<file path="src/rtl/sswt_pkg.sv">
// shared types, constants and helpers for the scale stability weigher
package sswt_pkg;

    localparam int unsigned SAMPLE_W   = 24;
    localparam int unsigned WINDOW_W   = 16;
    localparam int unsigned SETTLE_W   = 4;
    localparam int unsigned WEIGHT_W   = 21;
    localparam int unsigned OFFSET_W   = 32;
    localparam int unsigned CFG_DATA_W = 32;
    localparam int unsigned CFG_IDX_W  = 3;

    localparam int unsigned COUNTS_PER_UNIT = 10;
    localparam int unsigned UNIT_STEP       = 1;

    // rounded divide by counts per unit: multiply by scaled reciprocal, then shift
    localparam int unsigned NUM_W     = SAMPLE_W + 1;
    localparam int unsigned DIV_SHIFT = 35;
    localparam int unsigned PROD_W    = DIV_SHIFT + NUM_W;
    localparam longint unsigned DIV_MUL =
        ((64'd1 << DIV_SHIFT) + COUNTS_PER_UNIT - 1) / COUNTS_PER_UNIT;
    localparam int unsigned ROUND_HALF = COUNTS_PER_UNIT / 2;
    localparam int unsigned WEIGHT_MAX = (1 << WEIGHT_W) - 1;

    localparam logic [WINDOW_W-1:0]   RST_STABLE_WINDOW   = 16'd3;
    localparam logic [WINDOW_W-1:0]   RST_UNSTABLE_WINDOW = 16'd50;
    localparam logic [SETTLE_W-1:0]   RST_SETTLE_SAMPLES  = 4'd5;
    localparam logic [SAMPLE_W-1:0]   RST_EMPTY_REF       = 24'd0;
    localparam logic [SAMPLE_W-1:0]   RST_TARE_REF        = 24'd0;
    localparam logic [OFFSET_W-1:0]   RST_ZERO_BIAS       = 32'd20000;

    typedef enum logic [CFG_IDX_W-1:0] {
        CFG_STABLE_WINDOW   = 3'd0,
        CFG_UNSTABLE_WINDOW = 3'd1,
        CFG_SETTLE_SAMPLES  = 3'd2,
        CFG_EMPTY_REF       = 3'd3,
        CFG_TARE_REF        = 3'd4,
        CFG_ZERO_BIAS       = 3'd5
    } t_cfg_index;

    typedef struct packed {
        logic [WINDOW_W-1:0] stable_window;
        logic [WINDOW_W-1:0] unstable_window;
        logic [SETTLE_W-1:0] settle_samples;
        logic [SAMPLE_W-1:0] empty_ref;
        logic [SAMPLE_W-1:0] tare_ref;
        logic [OFFSET_W-1:0] zero_bias;
    } t_cfg;

    typedef struct packed {
        logic [SAMPLE_W-1:0] sample;
        logic                refresh_request;
    } t_in_item;

    typedef struct packed {
        logic                stable;
        logic                negative;
        logic [WEIGHT_W-1:0] weight;
        logic [SAMPLE_W-1:0] display_value;
        logic [OFFSET_W-1:0] offset_tare_value;
        logic [OFFSET_W-1:0] offset_true_value;
    } t_out_item;

    // inclusive window test: |value - centre| <= half
    function automatic logic win_hit(
        input logic [SAMPLE_W-1:0] value,
        input logic [SAMPLE_W-1:0] centre,
        input logic [WINDOW_W-1:0] half
    );
        logic [SAMPLE_W-1:0] gap;
        if (value >= centre) begin
            gap = value - centre;
        end else begin
            gap = centre - value;
        end
        return gap <= SAMPLE_W'(half);
    endfunction

endpackage

</file>
<file path="src/rtl/sswt_judge.sv">
// stability judge: stable flag, settle counter and held display sample
module sswt_judge (
    input  logic                              i_clk,
    input  logic                              i_rst_n,
    input  logic                              i_advance,
    input  sswt_pkg::t_in_item                i_item,
    input  sswt_pkg::t_cfg                    i_cfg,
    output logic                              o_stable,
    output logic [sswt_pkg::SAMPLE_W-1:0]     o_shown
);

    logic                            r_stable;
    logic [sswt_pkg::SETTLE_W-1:0]   r_count;
    logic [sswt_pkg::SAMPLE_W-1:0]   r_shown;

    logic                            n_stable;
    logic [sswt_pkg::SETTLE_W-1:0]   n_count;
    logic [sswt_pkg::SAMPLE_W-1:0]   n_shown;

    logic                            w_leave;
    logic                            w_stable_mid;
    logic [sswt_pkg::SETTLE_W-1:0]   w_count_mid;
    logic                            w_refresh;

    always_comb begin
        w_leave = r_stable &&
                  !sswt_pkg::win_hit(i_item.sample, r_shown, i_cfg.unstable_window);
        w_stable_mid = r_stable && !w_leave;
        w_count_mid  = w_leave ? i_cfg.settle_samples : r_count;
        w_refresh    = i_item.refresh_request || w_leave;
        n_stable     = w_stable_mid;
        n_count      = w_count_mid;
        if (w_stable_mid) begin
            n_count = i_cfg.settle_samples;
        end else if (!sswt_pkg::win_hit(i_item.sample, r_shown, i_cfg.stable_window)) begin
            n_count   = i_cfg.settle_samples;
            w_refresh = 1'b1;
        end else if (w_count_mid <= sswt_pkg::SETTLE_W'(1)) begin
            n_count   = '0;
            n_stable  = 1'b1;
            w_refresh = 1'b1;
        end else begin
            n_count = w_count_mid - sswt_pkg::SETTLE_W'(1);
        end
        n_shown = w_refresh ? i_item.sample : r_shown;
    end

    always_ff @(posedge i_clk) begin
        if (!i_rst_n) begin
            r_stable <= 1'b0;
            r_count  <= sswt_pkg::RST_SETTLE_SAMPLES;
            r_shown  <= '0;
        end else if (i_advance) begin
            r_stable <= n_stable;
            r_count  <= n_count;
            r_shown  <= n_shown;
        end
    end

    assign o_stable = n_stable;
    assign o_shown  = n_shown;

endmodule

</file>
<file path="src/rtl/sswt_weigh.sv">
// weight former: tare-relative magnitude in units and biased offsets
module sswt_weigh (
    input  logic [sswt_pkg::SAMPLE_W-1:0]  i_sample,
    input  logic [sswt_pkg::SAMPLE_W-1:0]  i_shown,
    input  sswt_pkg::t_cfg                 i_cfg,
    output logic                           o_negative,
    output logic [sswt_pkg::WEIGHT_W-1:0]  o_weight,
    output logic [sswt_pkg::OFFSET_W-1:0]  o_ofs_tare,
    output logic [sswt_pkg::OFFSET_W-1:0]  o_ofs_true
);

    logic [sswt_pkg::SAMPLE_W-1:0]  w_diff;
    logic [sswt_pkg::NUM_W-1:0]     w_num;
    logic [sswt_pkg::PROD_W-1:0]    w_prod;
    logic [sswt_pkg::NUM_W-1:0]     w_quot;
    logic [sswt_pkg::OFFSET_W-1:0]  w_scaled;

    always_comb begin
        o_negative = i_shown < i_cfg.tare_ref;
        w_diff     = o_negative ? (i_cfg.tare_ref - i_shown) : (i_shown - i_cfg.tare_ref);
        w_num      = sswt_pkg::NUM_W'(w_diff) + sswt_pkg::NUM_W'(sswt_pkg::ROUND_HALF);
        w_prod     = sswt_pkg::PROD_W'(w_num) * sswt_pkg::PROD_W'(sswt_pkg::DIV_MUL);
        w_quot     = w_prod[sswt_pkg::DIV_SHIFT +: sswt_pkg::NUM_W];
        w_scaled   = sswt_pkg::OFFSET_W'(w_quot) * sswt_pkg::OFFSET_W'(sswt_pkg::UNIT_STEP);
        if (w_scaled > sswt_pkg::OFFSET_W'(sswt_pkg::WEIGHT_MAX)) begin
            o_weight = sswt_pkg::WEIGHT_W'(sswt_pkg::WEIGHT_MAX);
        end else begin
            o_weight = w_scaled[sswt_pkg::WEIGHT_W-1:0];
        end
        o_ofs_tare = sswt_pkg::OFFSET_W'(i_sample) - sswt_pkg::OFFSET_W'(i_cfg.tare_ref)
                     + i_cfg.zero_bias;
        o_ofs_true = o_ofs_tare + sswt_pkg::OFFSET_W'(i_cfg.tare_ref)
                     - sswt_pkg::OFFSET_W'(i_cfg.empty_ref);
    end

endmodule

</file>
<file path="src/rtl/scale_stability_weigher_core.sv">
// top level of the scale stability weigher: registers, handshake and assertions
// One item per clock cycle sustained while output is not stalled. After its item is
// accepted, the result is offered from the result register: an item sits in the input
// register, passes the stability judge and weight former in one combinational pass and
// lands in the result register. The stable flag, settle counter and display sample
// update on the same edge as the result register, so consecutive items see each
// other's state with no gap. A result held by output stall blocks the input register
// only, so one further item is still taken. Configuration writes are registered; the
// rounded weight uses a 25 by 32 bit reciprocal multiply.
module scale_stability_weigher_core (
    input  logic                                i_clk,
    input  logic                                i_rst_n,
    input  logic                                i_in_valid,
    output logic                                o_in_stall,
    input  sswt_pkg::t_in_item                  i_in_item,
    output logic                                o_out_valid,
    input  logic                                i_out_stall,
    output sswt_pkg::t_out_item                 o_out_item,
    input  logic                                i_cfg_we,
    input  logic [sswt_pkg::CFG_IDX_W-1:0]      i_cfg_index,
    input  logic [sswt_pkg::CFG_DATA_W-1:0]     i_cfg_data
);

    sswt_pkg::t_cfg       r_cfg;
    logic                 r_in_valid;
    sswt_pkg::t_in_item   r_in_item;
    logic                 r_out_valid;
    sswt_pkg::t_out_item  r_out_item;

    logic                            w_advance;
    logic                            w_stable;
    logic [sswt_pkg::SAMPLE_W-1:0]   w_shown;
    logic                            w_negative;
    logic [sswt_pkg::WEIGHT_W-1:0]   w_weight;
    logic [sswt_pkg::OFFSET_W-1:0]   w_ofs_tare;
    logic [sswt_pkg::OFFSET_W-1:0]   w_ofs_true;
    sswt_pkg::t_out_item             n_out_item;

    assign w_advance  = r_in_valid && (!r_out_valid || !i_out_stall);
    assign o_in_stall = r_in_valid && !w_advance;

    // configuration registers
    always_ff @(posedge i_clk) begin
        if (!i_rst_n) begin
            r_cfg.stable_window   <= sswt_pkg::RST_STABLE_WINDOW;
            r_cfg.unstable_window <= sswt_pkg::RST_UNSTABLE_WINDOW;
            r_cfg.settle_samples  <= sswt_pkg::RST_SETTLE_SAMPLES;
            r_cfg.empty_ref       <= sswt_pkg::RST_EMPTY_REF;
            r_cfg.tare_ref        <= sswt_pkg::RST_TARE_REF;
            r_cfg.zero_bias       <= sswt_pkg::RST_ZERO_BIAS;
        end else if (i_cfg_we) begin
            unique case (sswt_pkg::t_cfg_index'(i_cfg_index))
                sswt_pkg::CFG_STABLE_WINDOW: begin
                    r_cfg.stable_window <= i_cfg_data[sswt_pkg::WINDOW_W-1:0];
                end
                sswt_pkg::CFG_UNSTABLE_WINDOW: begin
                    r_cfg.unstable_window <= i_cfg_data[sswt_pkg::WINDOW_W-1:0];
                end
                sswt_pkg::CFG_SETTLE_SAMPLES: begin
                    r_cfg.settle_samples <= i_cfg_data[sswt_pkg::SETTLE_W-1:0];
                end
                sswt_pkg::CFG_EMPTY_REF: begin
                    r_cfg.empty_ref <= i_cfg_data[sswt_pkg::SAMPLE_W-1:0];
                end
                sswt_pkg::CFG_TARE_REF: begin
                    r_cfg.tare_ref <= i_cfg_data[sswt_pkg::SAMPLE_W-1:0];
                end
                sswt_pkg::CFG_ZERO_BIAS: begin
                    r_cfg.zero_bias <= i_cfg_data[sswt_pkg::OFFSET_W-1:0];
                end
                default: begin
                    r_cfg <= r_cfg;
                end
            endcase
        end
    end

    // input register
    always_ff @(posedge i_clk) begin
        if (!i_rst_n) begin
            r_in_valid <= 1'b0;
        end else if (!o_in_stall) begin
            r_in_valid <= i_in_valid;
        end
    end

    always_ff @(posedge i_clk) begin
        if (!o_in_stall && i_in_valid) begin
            r_in_item <= i_in_item;
        end
    end

    sswt_judge u_judge (
        .i_clk     (i_clk),
        .i_rst_n   (i_rst_n),
        .i_advance (w_advance),
        .i_item    (r_in_item),
        .i_cfg     (r_cfg),
        .o_stable  (w_stable),
        .o_shown   (w_shown)
    );

    sswt_weigh u_weigh (
        .i_sample   (r_in_item.sample),
        .i_shown    (w_shown),
        .i_cfg      (r_cfg),
        .o_negative (w_negative),
        .o_weight   (w_weight),
        .o_ofs_tare (w_ofs_tare),
        .o_ofs_true (w_ofs_true)
    );

    always_comb begin
        n_out_item.stable            = w_stable;
        n_out_item.negative          = w_negative;
        n_out_item.weight            = w_weight;
        n_out_item.display_value     = w_shown;
        n_out_item.offset_tare_value = w_ofs_tare;
        n_out_item.offset_true_value = w_ofs_true;
    end

    // result register
    always_ff @(posedge i_clk) begin
        if (!i_rst_n) begin
            r_out_valid <= 1'b0;
        end else if (w_advance) begin
            r_out_valid <= 1'b1;
        end else if (!i_out_stall) begin
            r_out_valid <= 1'b0;
        end
    end

    always_ff @(posedge i_clk) begin
        if (w_advance) begin
            r_out_item <= n_out_item;
        end
    end

    assign o_out_valid = r_out_valid;
    assign o_out_item  = r_out_item;

    // stall only when both registers hold an item and the result is held back
    a_stall_cause: assert property (@(posedge i_clk) disable iff (!i_rst_n)
        o_in_stall |-> (r_in_valid && r_out_valid && i_out_stall))
        else $error("input stalled without a held result");

    a_advance_fills: assert property (@(posedge i_clk) disable iff (!i_rst_n)
        w_advance |=> r_out_valid)
        else $error("advanced item did not reach the result register");

    // a pending result agrees with the judge state it was formed from
    a_display_state: assert property (@(posedge i_clk) disable iff (!i_rst_n)
        r_out_valid |-> (r_out_item.display_value == u_judge.r_shown))
        else $error("held display sample differs from pending result");

endmodule
</file>
<file path="config.mk">
export PLATFORM = sky130hd
export DESIGN_NAME = scale_stability_weigher_core
export DESIGN_NICKNAME = d
export VERILOG_FILES = /design/src/rtl/sswt_pkg.sv /design/src/rtl/sswt_judge.sv /design/src/rtl/sswt_weigh.sv /design/src/rtl/scale_stability_weigher_core.sv
export SDC_FILE = /design/constraint.sdc
export NUM_CORES = 1
export LEC_CHECK = 0
export ABC_AREA = 1
export BUFFER_PORTS_ARGS = -buffer_cell sky130_fd_sc_hd__buf_2
export CORE_ASPECT_RATIO = 0.5
export CORE_UTILIZATION = 60
export CTS_CLUSTER_DIAMETER = 60
export DETAILED_ROUTE_END_ITERATION = 12
export GPL_TIMING_DRIVEN = 0
export PLACE_DENSITY = 0.78
export SLEW_MARGIN = 20
export SYNTH_ARGS = -nofsm -noshare
export SYNTH_HDL_FRONTEND = slang
export SYNTH_HIERARCHICAL = 1
export SYNTH_SLANG_ARGS = --single-unit
</file>
<file path="constraint.sdc">
create_clock -name i_clk -period 26.5 [get_ports i_clk]
set_input_delay 1.325 -clock i_clk [delete_from_list [all_inputs] [get_ports i_clk]]
set_output_delay 1.325 -clock i_clk [all_outputs]
set_load 0.05 [all_outputs]
</file>
# After elaboration in Yosys (flattened, before gate mapping)
# Index checks and enable logic that the tools add are counted.
[word_totals] register_bits=283 input_bits=65 output_inout_bits=113 wordCells=78
[classes] add_sub_neg=10 n_mul=1 n_lt_le_gt_ge=6 n_eq_ne=6 mux=16 n_reduce_logical=20
[op_table] cell="$mux 24" n=4
[op_table] cell="$sub 24x24->24" n=4
[op_table] cell="$mul 25x32->57 const B" n=1
[op_table] cell="$le 24x16->1" n=2
[op_table] cell="$add 32x24->32" n=1
[op_table] cell="$add 32x32->32" n=1
[op_table] cell="$sub 32x24->32" n=1
[op_table] cell="$add 24x3->25 const B" n=1
[op_table] cell="$sub 24x24->25" n=1
[op_table] cell="$ge 24x24->1" n=1
[op_table] cell="$lt 24x24->1" n=1
[op_table] cell="$gt 22x21->1 const B" n=1
[op_table] cell="$mux 4" n=4
[op_table] cell="$reduce_and 2->1" n=6
[op_table] cell="$mux 1" n=8
[op_table] cell="$eq 3x2->1 const B" n=2
[op_table] cell="$eq 3x3->1 const B" n=2
[op_table] cell="$logic_not 1->1" n=6
[op_table] cell="$logic_and 1x1->1" n=5
[op_table] cell="$le 4x1->1 const B" n=1
[op_table] cell="$sub 4x1->4 const B" n=1
[op_table] cell="$eq 3x1->1 const B" n=1
[op_table] cell="$logic_not 3->1" n=1
[op_table] cell="$logic_or 1x1->1" n=2
[op_table] cell="$ne 2x1->1 const B" n=1

# Depth between registers and ports, before layout
[depth] depth_word=17 depth_mapped=91

# Hierarchy
# The synthesis kept the hierarchy.
[by_module_without_submodules] mod="sswt_weigh" n_inst=1 cells_each=2930 area_per_inst_um2=19491.2
[by_module_without_submodules] mod="scale_stability_weigher_core" n_inst=1 cells_each=819 area_per_inst_um2=8802.2
[by_module_without_submodules] mod="sswt_judge" n_inst=1 cells_each=1100 area_per_inst_um2=6042.0

# Worst setup path before layout
# No wires, ideal clock.
[synth_timing] kind="register to register" from="register r_in_item[1] (netlist name)" to="register r_out_item (netlist bit o_out_item[105]), data pin" setup_time_ns=0.262 arrival_time_ns=12.514 path_slack_ns=13.724 stages_incl_launch_ff=80 n_path_buf=5 synth_period_minus_slack_ns=12.776 path_cell_list="edfxtp_1 > inv_1 > ha_1 > inv_1 > fa_1 > nand3_1 > nand3_1 > nand2_1 > nand3_1 > nand2_1 > nand3_4 > buf_2 > buf_1 > o21ai_0 > xnor2_1 > inv_1 > ha_1 > a21oi_1 > [... 44 more ...] > fa_1 > inv_1 > fa_1 > inv_1 > fa_1 > fa_1 > inv_1 > ha_1 > nand2_1 > nor2_1 > inv_1 > nor4_1 > nand3_1 > nand2_1 > nand2_1 > nand2_1 > buf_2 > nand3_1"
[synth_between] elab_chain_cells=16 word_cells_on_any_way=25 classes_between="add/sub (5); mul (1); order compare (6); mux (8); reduce/logical (5)"
[synth_lines] item="start: declaration" line="scale_stability_weigher_core.sv:26" source="sswt_pkg::t_in_item r_in_item;"
[synth_lines] item="start signal: assignment" line="scale_stability_weigher_core.sv:89" source="r_in_item <= i_in_item;"
[synth_lines] item="$sub 24x24->24, or another cell as far along" line="sswt_pkg.sv:73" source="gap = centre - value;"
[synth_lines] item="$mux 24" line="sswt_pkg.sv:70" source="if (value >= centre) begin"
[synth_lines] item="$le 24x16->1" line="sswt_pkg.sv:75" source="return gap <= SAMPLE_W'(half);"
[synth_lines] item="$logic_not 1->1" line="sswt_judge.sv:27" source="!sswt_pkg::win_hit(i_item.sample, r_shown, i_cfg.unstable_window);"
[synth_lines] item="$logic_and 1x1->1" line="sswt_judge.sv:26" source="w_leave = r_stable &&"
[synth_lines] item="$mux 4" line="sswt_judge.sv:29" source="w_count_mid = w_leave ? i_cfg.settle_samples : r_count;"
[synth_lines] item="$le 4x1->1" line="sswt_judge.sv:38" source="end else if (w_count_mid <= sswt_pkg::SETTLE_W'(1)) begin"
[synth_lines] item="$mux 1" line="sswt_judge.sv:38"
[synth_lines] item="$mux 1" line="sswt_judge.sv:35" source="end else if (!sswt_pkg::win_hit(i_item.sample, r_shown, i_cfg.stable_window)) begin"
[synth_lines] item="$mux 1" line="sswt_judge.sv:33" source="if (w_stable_mid) begin"
[synth_lines] item="$mux 24 (*)" line="sswt_judge.sv:45" source="n_shown = w_refresh ? i_item.sample : r_shown;"
[synth_lines] item="net w_shown, one bit" line="scale_stability_weigher_core.sv:32" source="logic [sswt_pkg::SAMPLE_W-1:0] w_shown;"
[synth_lines] item="$sub 24x24->24 / $lt 24x24->1 (equally long branches)" line="sswt_weigh.sv:20, sswt_weigh.sv:19"
[synth_lines] item="$mux 24 (*)" line="sswt_weigh.sv:20" source="w_diff = o_negative ? (i_cfg.tare_ref - i_shown) : (i_shown - i_cfg.tare_ref);"
[synth_lines] item="$add 24x3->25 (*)" line="sswt_weigh.sv:21" source="w_num = sswt_pkg::NUM_W'(w_diff) + sswt_pkg::NUM_W'(sswt_pkg::ROUND_HALF);"
[synth_lines] item="$mul 25x32->57 (*)" line="sswt_weigh.sv:22" source="w_prod = sswt_pkg::PROD_W'(w_num) * sswt_pkg::PROD_W'(sswt_pkg::DIV_MUL);"
[synth_lines] item="$gt 22x21->1" line="sswt_weigh.sv:25" source="if (w_scaled > sswt_pkg::OFFSET_W'(sswt_pkg::WEIGHT_MAX)) begin"
[synth_lines] item="end signal: assignment" line="scale_stability_weigher_core.sv:135" source="r_out_item <= n_out_item;"
[synth_lines] item="end: declaration" line="scale_stability_weigher_core.sv:28" source="sswt_pkg::t_out_item r_out_item;"
# The timed path passes the listed nets; every way through them passes the cells marked *. The select of a mux whose other input is x is not followed.
# A chain may end at the register's enable or synchronous reset.

# Final worst setup path
[layout_timing] from="register r_in_item[1] (netlist name)" to="register r_out_item (netlist bit o_out_item[104]), data pin"
# Same word-level chain as after synthesis.

==> impl_results.md <==
- Number of global-route vias before repair: 30500
- Die Y: 171 µm
- Ports: 178
- WP data arrival: 16.41 ns
- Initial antenna violation count: 1
- Gr ovfl total: 0
- Synth Register Bits: 283
- Total CTS buffers: 27
- Top_reg_cell synth: dfxtp_1
- Clk_lat worst skew: 0.59 ns
- # resized after CTS: 0
- Most used cell, CP: nand2_1
- CP max FO: 10
- Antenna diodes: 0
- Initial Utilization: 0.613
- Post-Synth Adder-Cell Area: 0.283
- Global-route wire length before repair: 168000 µm
- Final #Nets: 5774
- CTS tree: done
- Most area-hungry cell type in the Yosys netlist: ha_1
- Post-synthesis compound-gate area fraction: 0.0814
- Via Count: 32300
- Max Freq: 62.1 MHz
- Via-per-instance ratio: 5.54
- Hold/Removal Path Class: register to register
- Sequential area share after synthesis: 0.205
- CP required: 26.80 ns
- Minimum clock period: 16.11 ns
- Hold Violations, Final: 0
- Wirelength per Cell: 19.1 µm
- # port buffers: 177
- Fin. max-slew vios: 0
- Synth top area share: 0.159
- Clk_skew: 0.0142 ns
- Hold buffers post-CTS: 0
- Fin Setup TNS: 0 ns
- Max incr delay on CP: 0.68 ns
- CP Class: register to register
- Worst Setup End Kind: register
- Most frequent cell after synthesis: nand2_1
- Die width: 340 µm
- Crit-path slowest cell: fa_1
- Largest net degree at the start of global routing: 30
- Clock Path Buffers: 3
- Synth Area in Simple Gates: 0.263
- Number of synthesized flops with an enable pin: 136
- Worst slew pin tran: 0.685 ns
- Die Area: 58200 µm²
- Final HPWL DP: 96000 µm
- Sink Count: 283
- CTS root buffer: clkbuf_16
- Post-synth ARST share: 0
- Core ar.: 56000 µm²
- Filler cell count in the final layout: 5054
- Mapped Cells: 4849
- Clk slew on worst S/H paths: 0.07 ns
- Synth Cell Area: 34300 µm²
- Share of layout cells above drive strength 1: 0.0773
- Total GRT Usage: 0.376
- CP Buf/Inv Count: 19
- Detailed-route wire length: 111000 µm
- Largest family of logic cells by synthesized area: adder cells
- CTS H-tree lvls: 1
- Synthesized area per cell: 7.08 µm²
- Period utilisation layout: 0.608
- Multiplexer area fraction after synthesis: 0.00117
- Max Cap Violations: 0
- Status: completed
- Layout area overhead: 8.26%
- Setup crit start kind: register
- Placer congestion estimate: 1.03
- Final setup viols: 0
- Warnings, synthesis: 6
- Net Count, Synth: 5563
- Synth top cells by count: nand2_1 (1171), inv_1 (1045), nor2_1 (445)
- Drt first pass iters: 8
- Cell variety after synth: 63
- Xor and xnor area share after synthesis: 0.0390
- Top cells by area, synth: ha_1 (16%), nand2_1 (13%), fa_1 (12%), edfxtp_1 (12%), inv_1 (11%)
- Slew HR: 0.542
- DRC errors left: 0
- RSZ-0062 raised after global routing: false
- First DRT Iteration DRCs: 3105
- Delay-heaviest family, CP: adder cells
- Post CTS Setup Buffer Count: 0
- FP Rows: 61
- Number of antenna-violating nets in the routed design: 0
layer usage:
metal	vias up	track usage	part of all wire
met5	-	0	0.00012
met4	2	0.188	0.055
met3	286	0.0548	0.082
met2	1386	0.613	0.45
met1	15100	0.491	0.42
li1	15600	-	-
layout make-up:
| cell class | count | area [µm²] | share of cell area |
|---|---|---|---|
| clock buffer | 35 | 748 | 0.0201 |
| inverter | 1057 | 3970 | 0.107 |
| multi-input combinational | 3436 | 22900 | 0.617 |
| sequential | 283 | 7030 | 0.189 |
| tap | 756 | 946 | 0.0254 |
| buffer | 73 | 419 | 0.0113 |
| clock inverter | 15 | 128 | 0.00343 |
| timing repair buffer | 182 | 1010 | 0.0271 |
worst reg2reg max path, delay by kind of cell (launching register included):
family / cells / cell delay (ns)
flops: 1 / 0.52
xor+xnor: 2 / 0.91
fa+ha+maj: 15 / 5.92
simple gates: 42 / 5.26
compound gates: 3 / 0.69
buf+inv: 19 / 2.52
final timing paths:
check | to | slack (ns) | from | cells after the start
worst min register to register | r_cfg[88]$_SDFFE_PN1P_ | 0.47 | r_cfg[88]$_SDFFE_PN1P_ | 2
worst max register to register | o_out_item[104]$_DFFE_PP_ | 10.39 | r_in_item[1]$_DFFE_PP_ | 81
worst max-delay path | o_out_item[104]$_DFFE_PP_ | 10.39 | r_in_item[1]$_DFFE_PP_ | 81
worst min-delay path | r_cfg[88]$_SDFFE_PN1P_ | 0.47 | r_cfg[88]$_SDFFE_PN1P_ | 2
registers in the layout (all words and copies together) (netlist names):
signal / count
r_cfg: 116
u_judge/r_count: 4
r_in_item: 25
r_in_valid: 1
o_out_valid: 1
u_judge/r_shown: 24
o_out_item: 111
u_judge/r_stable: 1
cell usage in the layout (no fill, tap or decap), types with 7 or more instances in the layout:
cell | synthesis | final
a21oi_1 | 293 | 293
buf_1 | 10 | 10
xnor2_1 | 59 | 59
edfxtp_1 | 136 | 136
nor2_2 | 20 | 20
clkbuf_16 | 0 | 29
nor2_4 | 12 | 13
xor2_1 | 94 | 94
inv_2 | 9 | 10
nand3_1 | 318 | 318
o21a_1 | 13 | 13
buf_2 | 36 | 213
buf_4 | 10 | 10
ha_1 | 436 | 436
nand2_1 | 1171 | 1171
nor3_1 | 28 | 28
nand2_2 | 49 | 49
nor2_1 | 445 | 444
a31oi_1 | 15 | 15
inv_1 | 1045 | 1044
nor4_1 | 12 | 12
dfxtp_1 | 147 | 147
nand4_1 | 44 | 44
fa_1 | 213 | 213
o21ai_0 | 108 | 108
clkbuf_1 | 11 | 17
a21o_1 | 7 | 7
o21bai_1 | 13 | 13
cells by family (layout without fill, tap and decap cells):
logic type / count (synthesis) / count (layout)
adders and majority gates: 649 / 649
muxes: 4 / 4
xor gates and xnor gates: 153 / 153
and+or+nand+nor: 2126 / 2126
buffers and inverters: 1130 / 1362
DFF: 283 / 283
AOI/OAI and AO/OA: 504 / 504
stage by stage:
stage	hold WS [ns]	instances	instance area, µm²	worst slack [ns]	utilization
3_3_place_gp	0.453	5782	36200	10.80	0.646
4_1_cts	0.475	5837	37200	10.55	0.664
6_report	0.474	5837	37200	10.39	0.664
2_1_floorplan	0.435	4849	34300	13.72	-
5_1_grt	0.499	5837	37200	9.40	0.664
3_5_place_dp	0.458	5787	36300	10.60	0.648
Power is not shown: default switching activity piles up to over one toggle a cycle in this logic, so the estimate is an artifact.
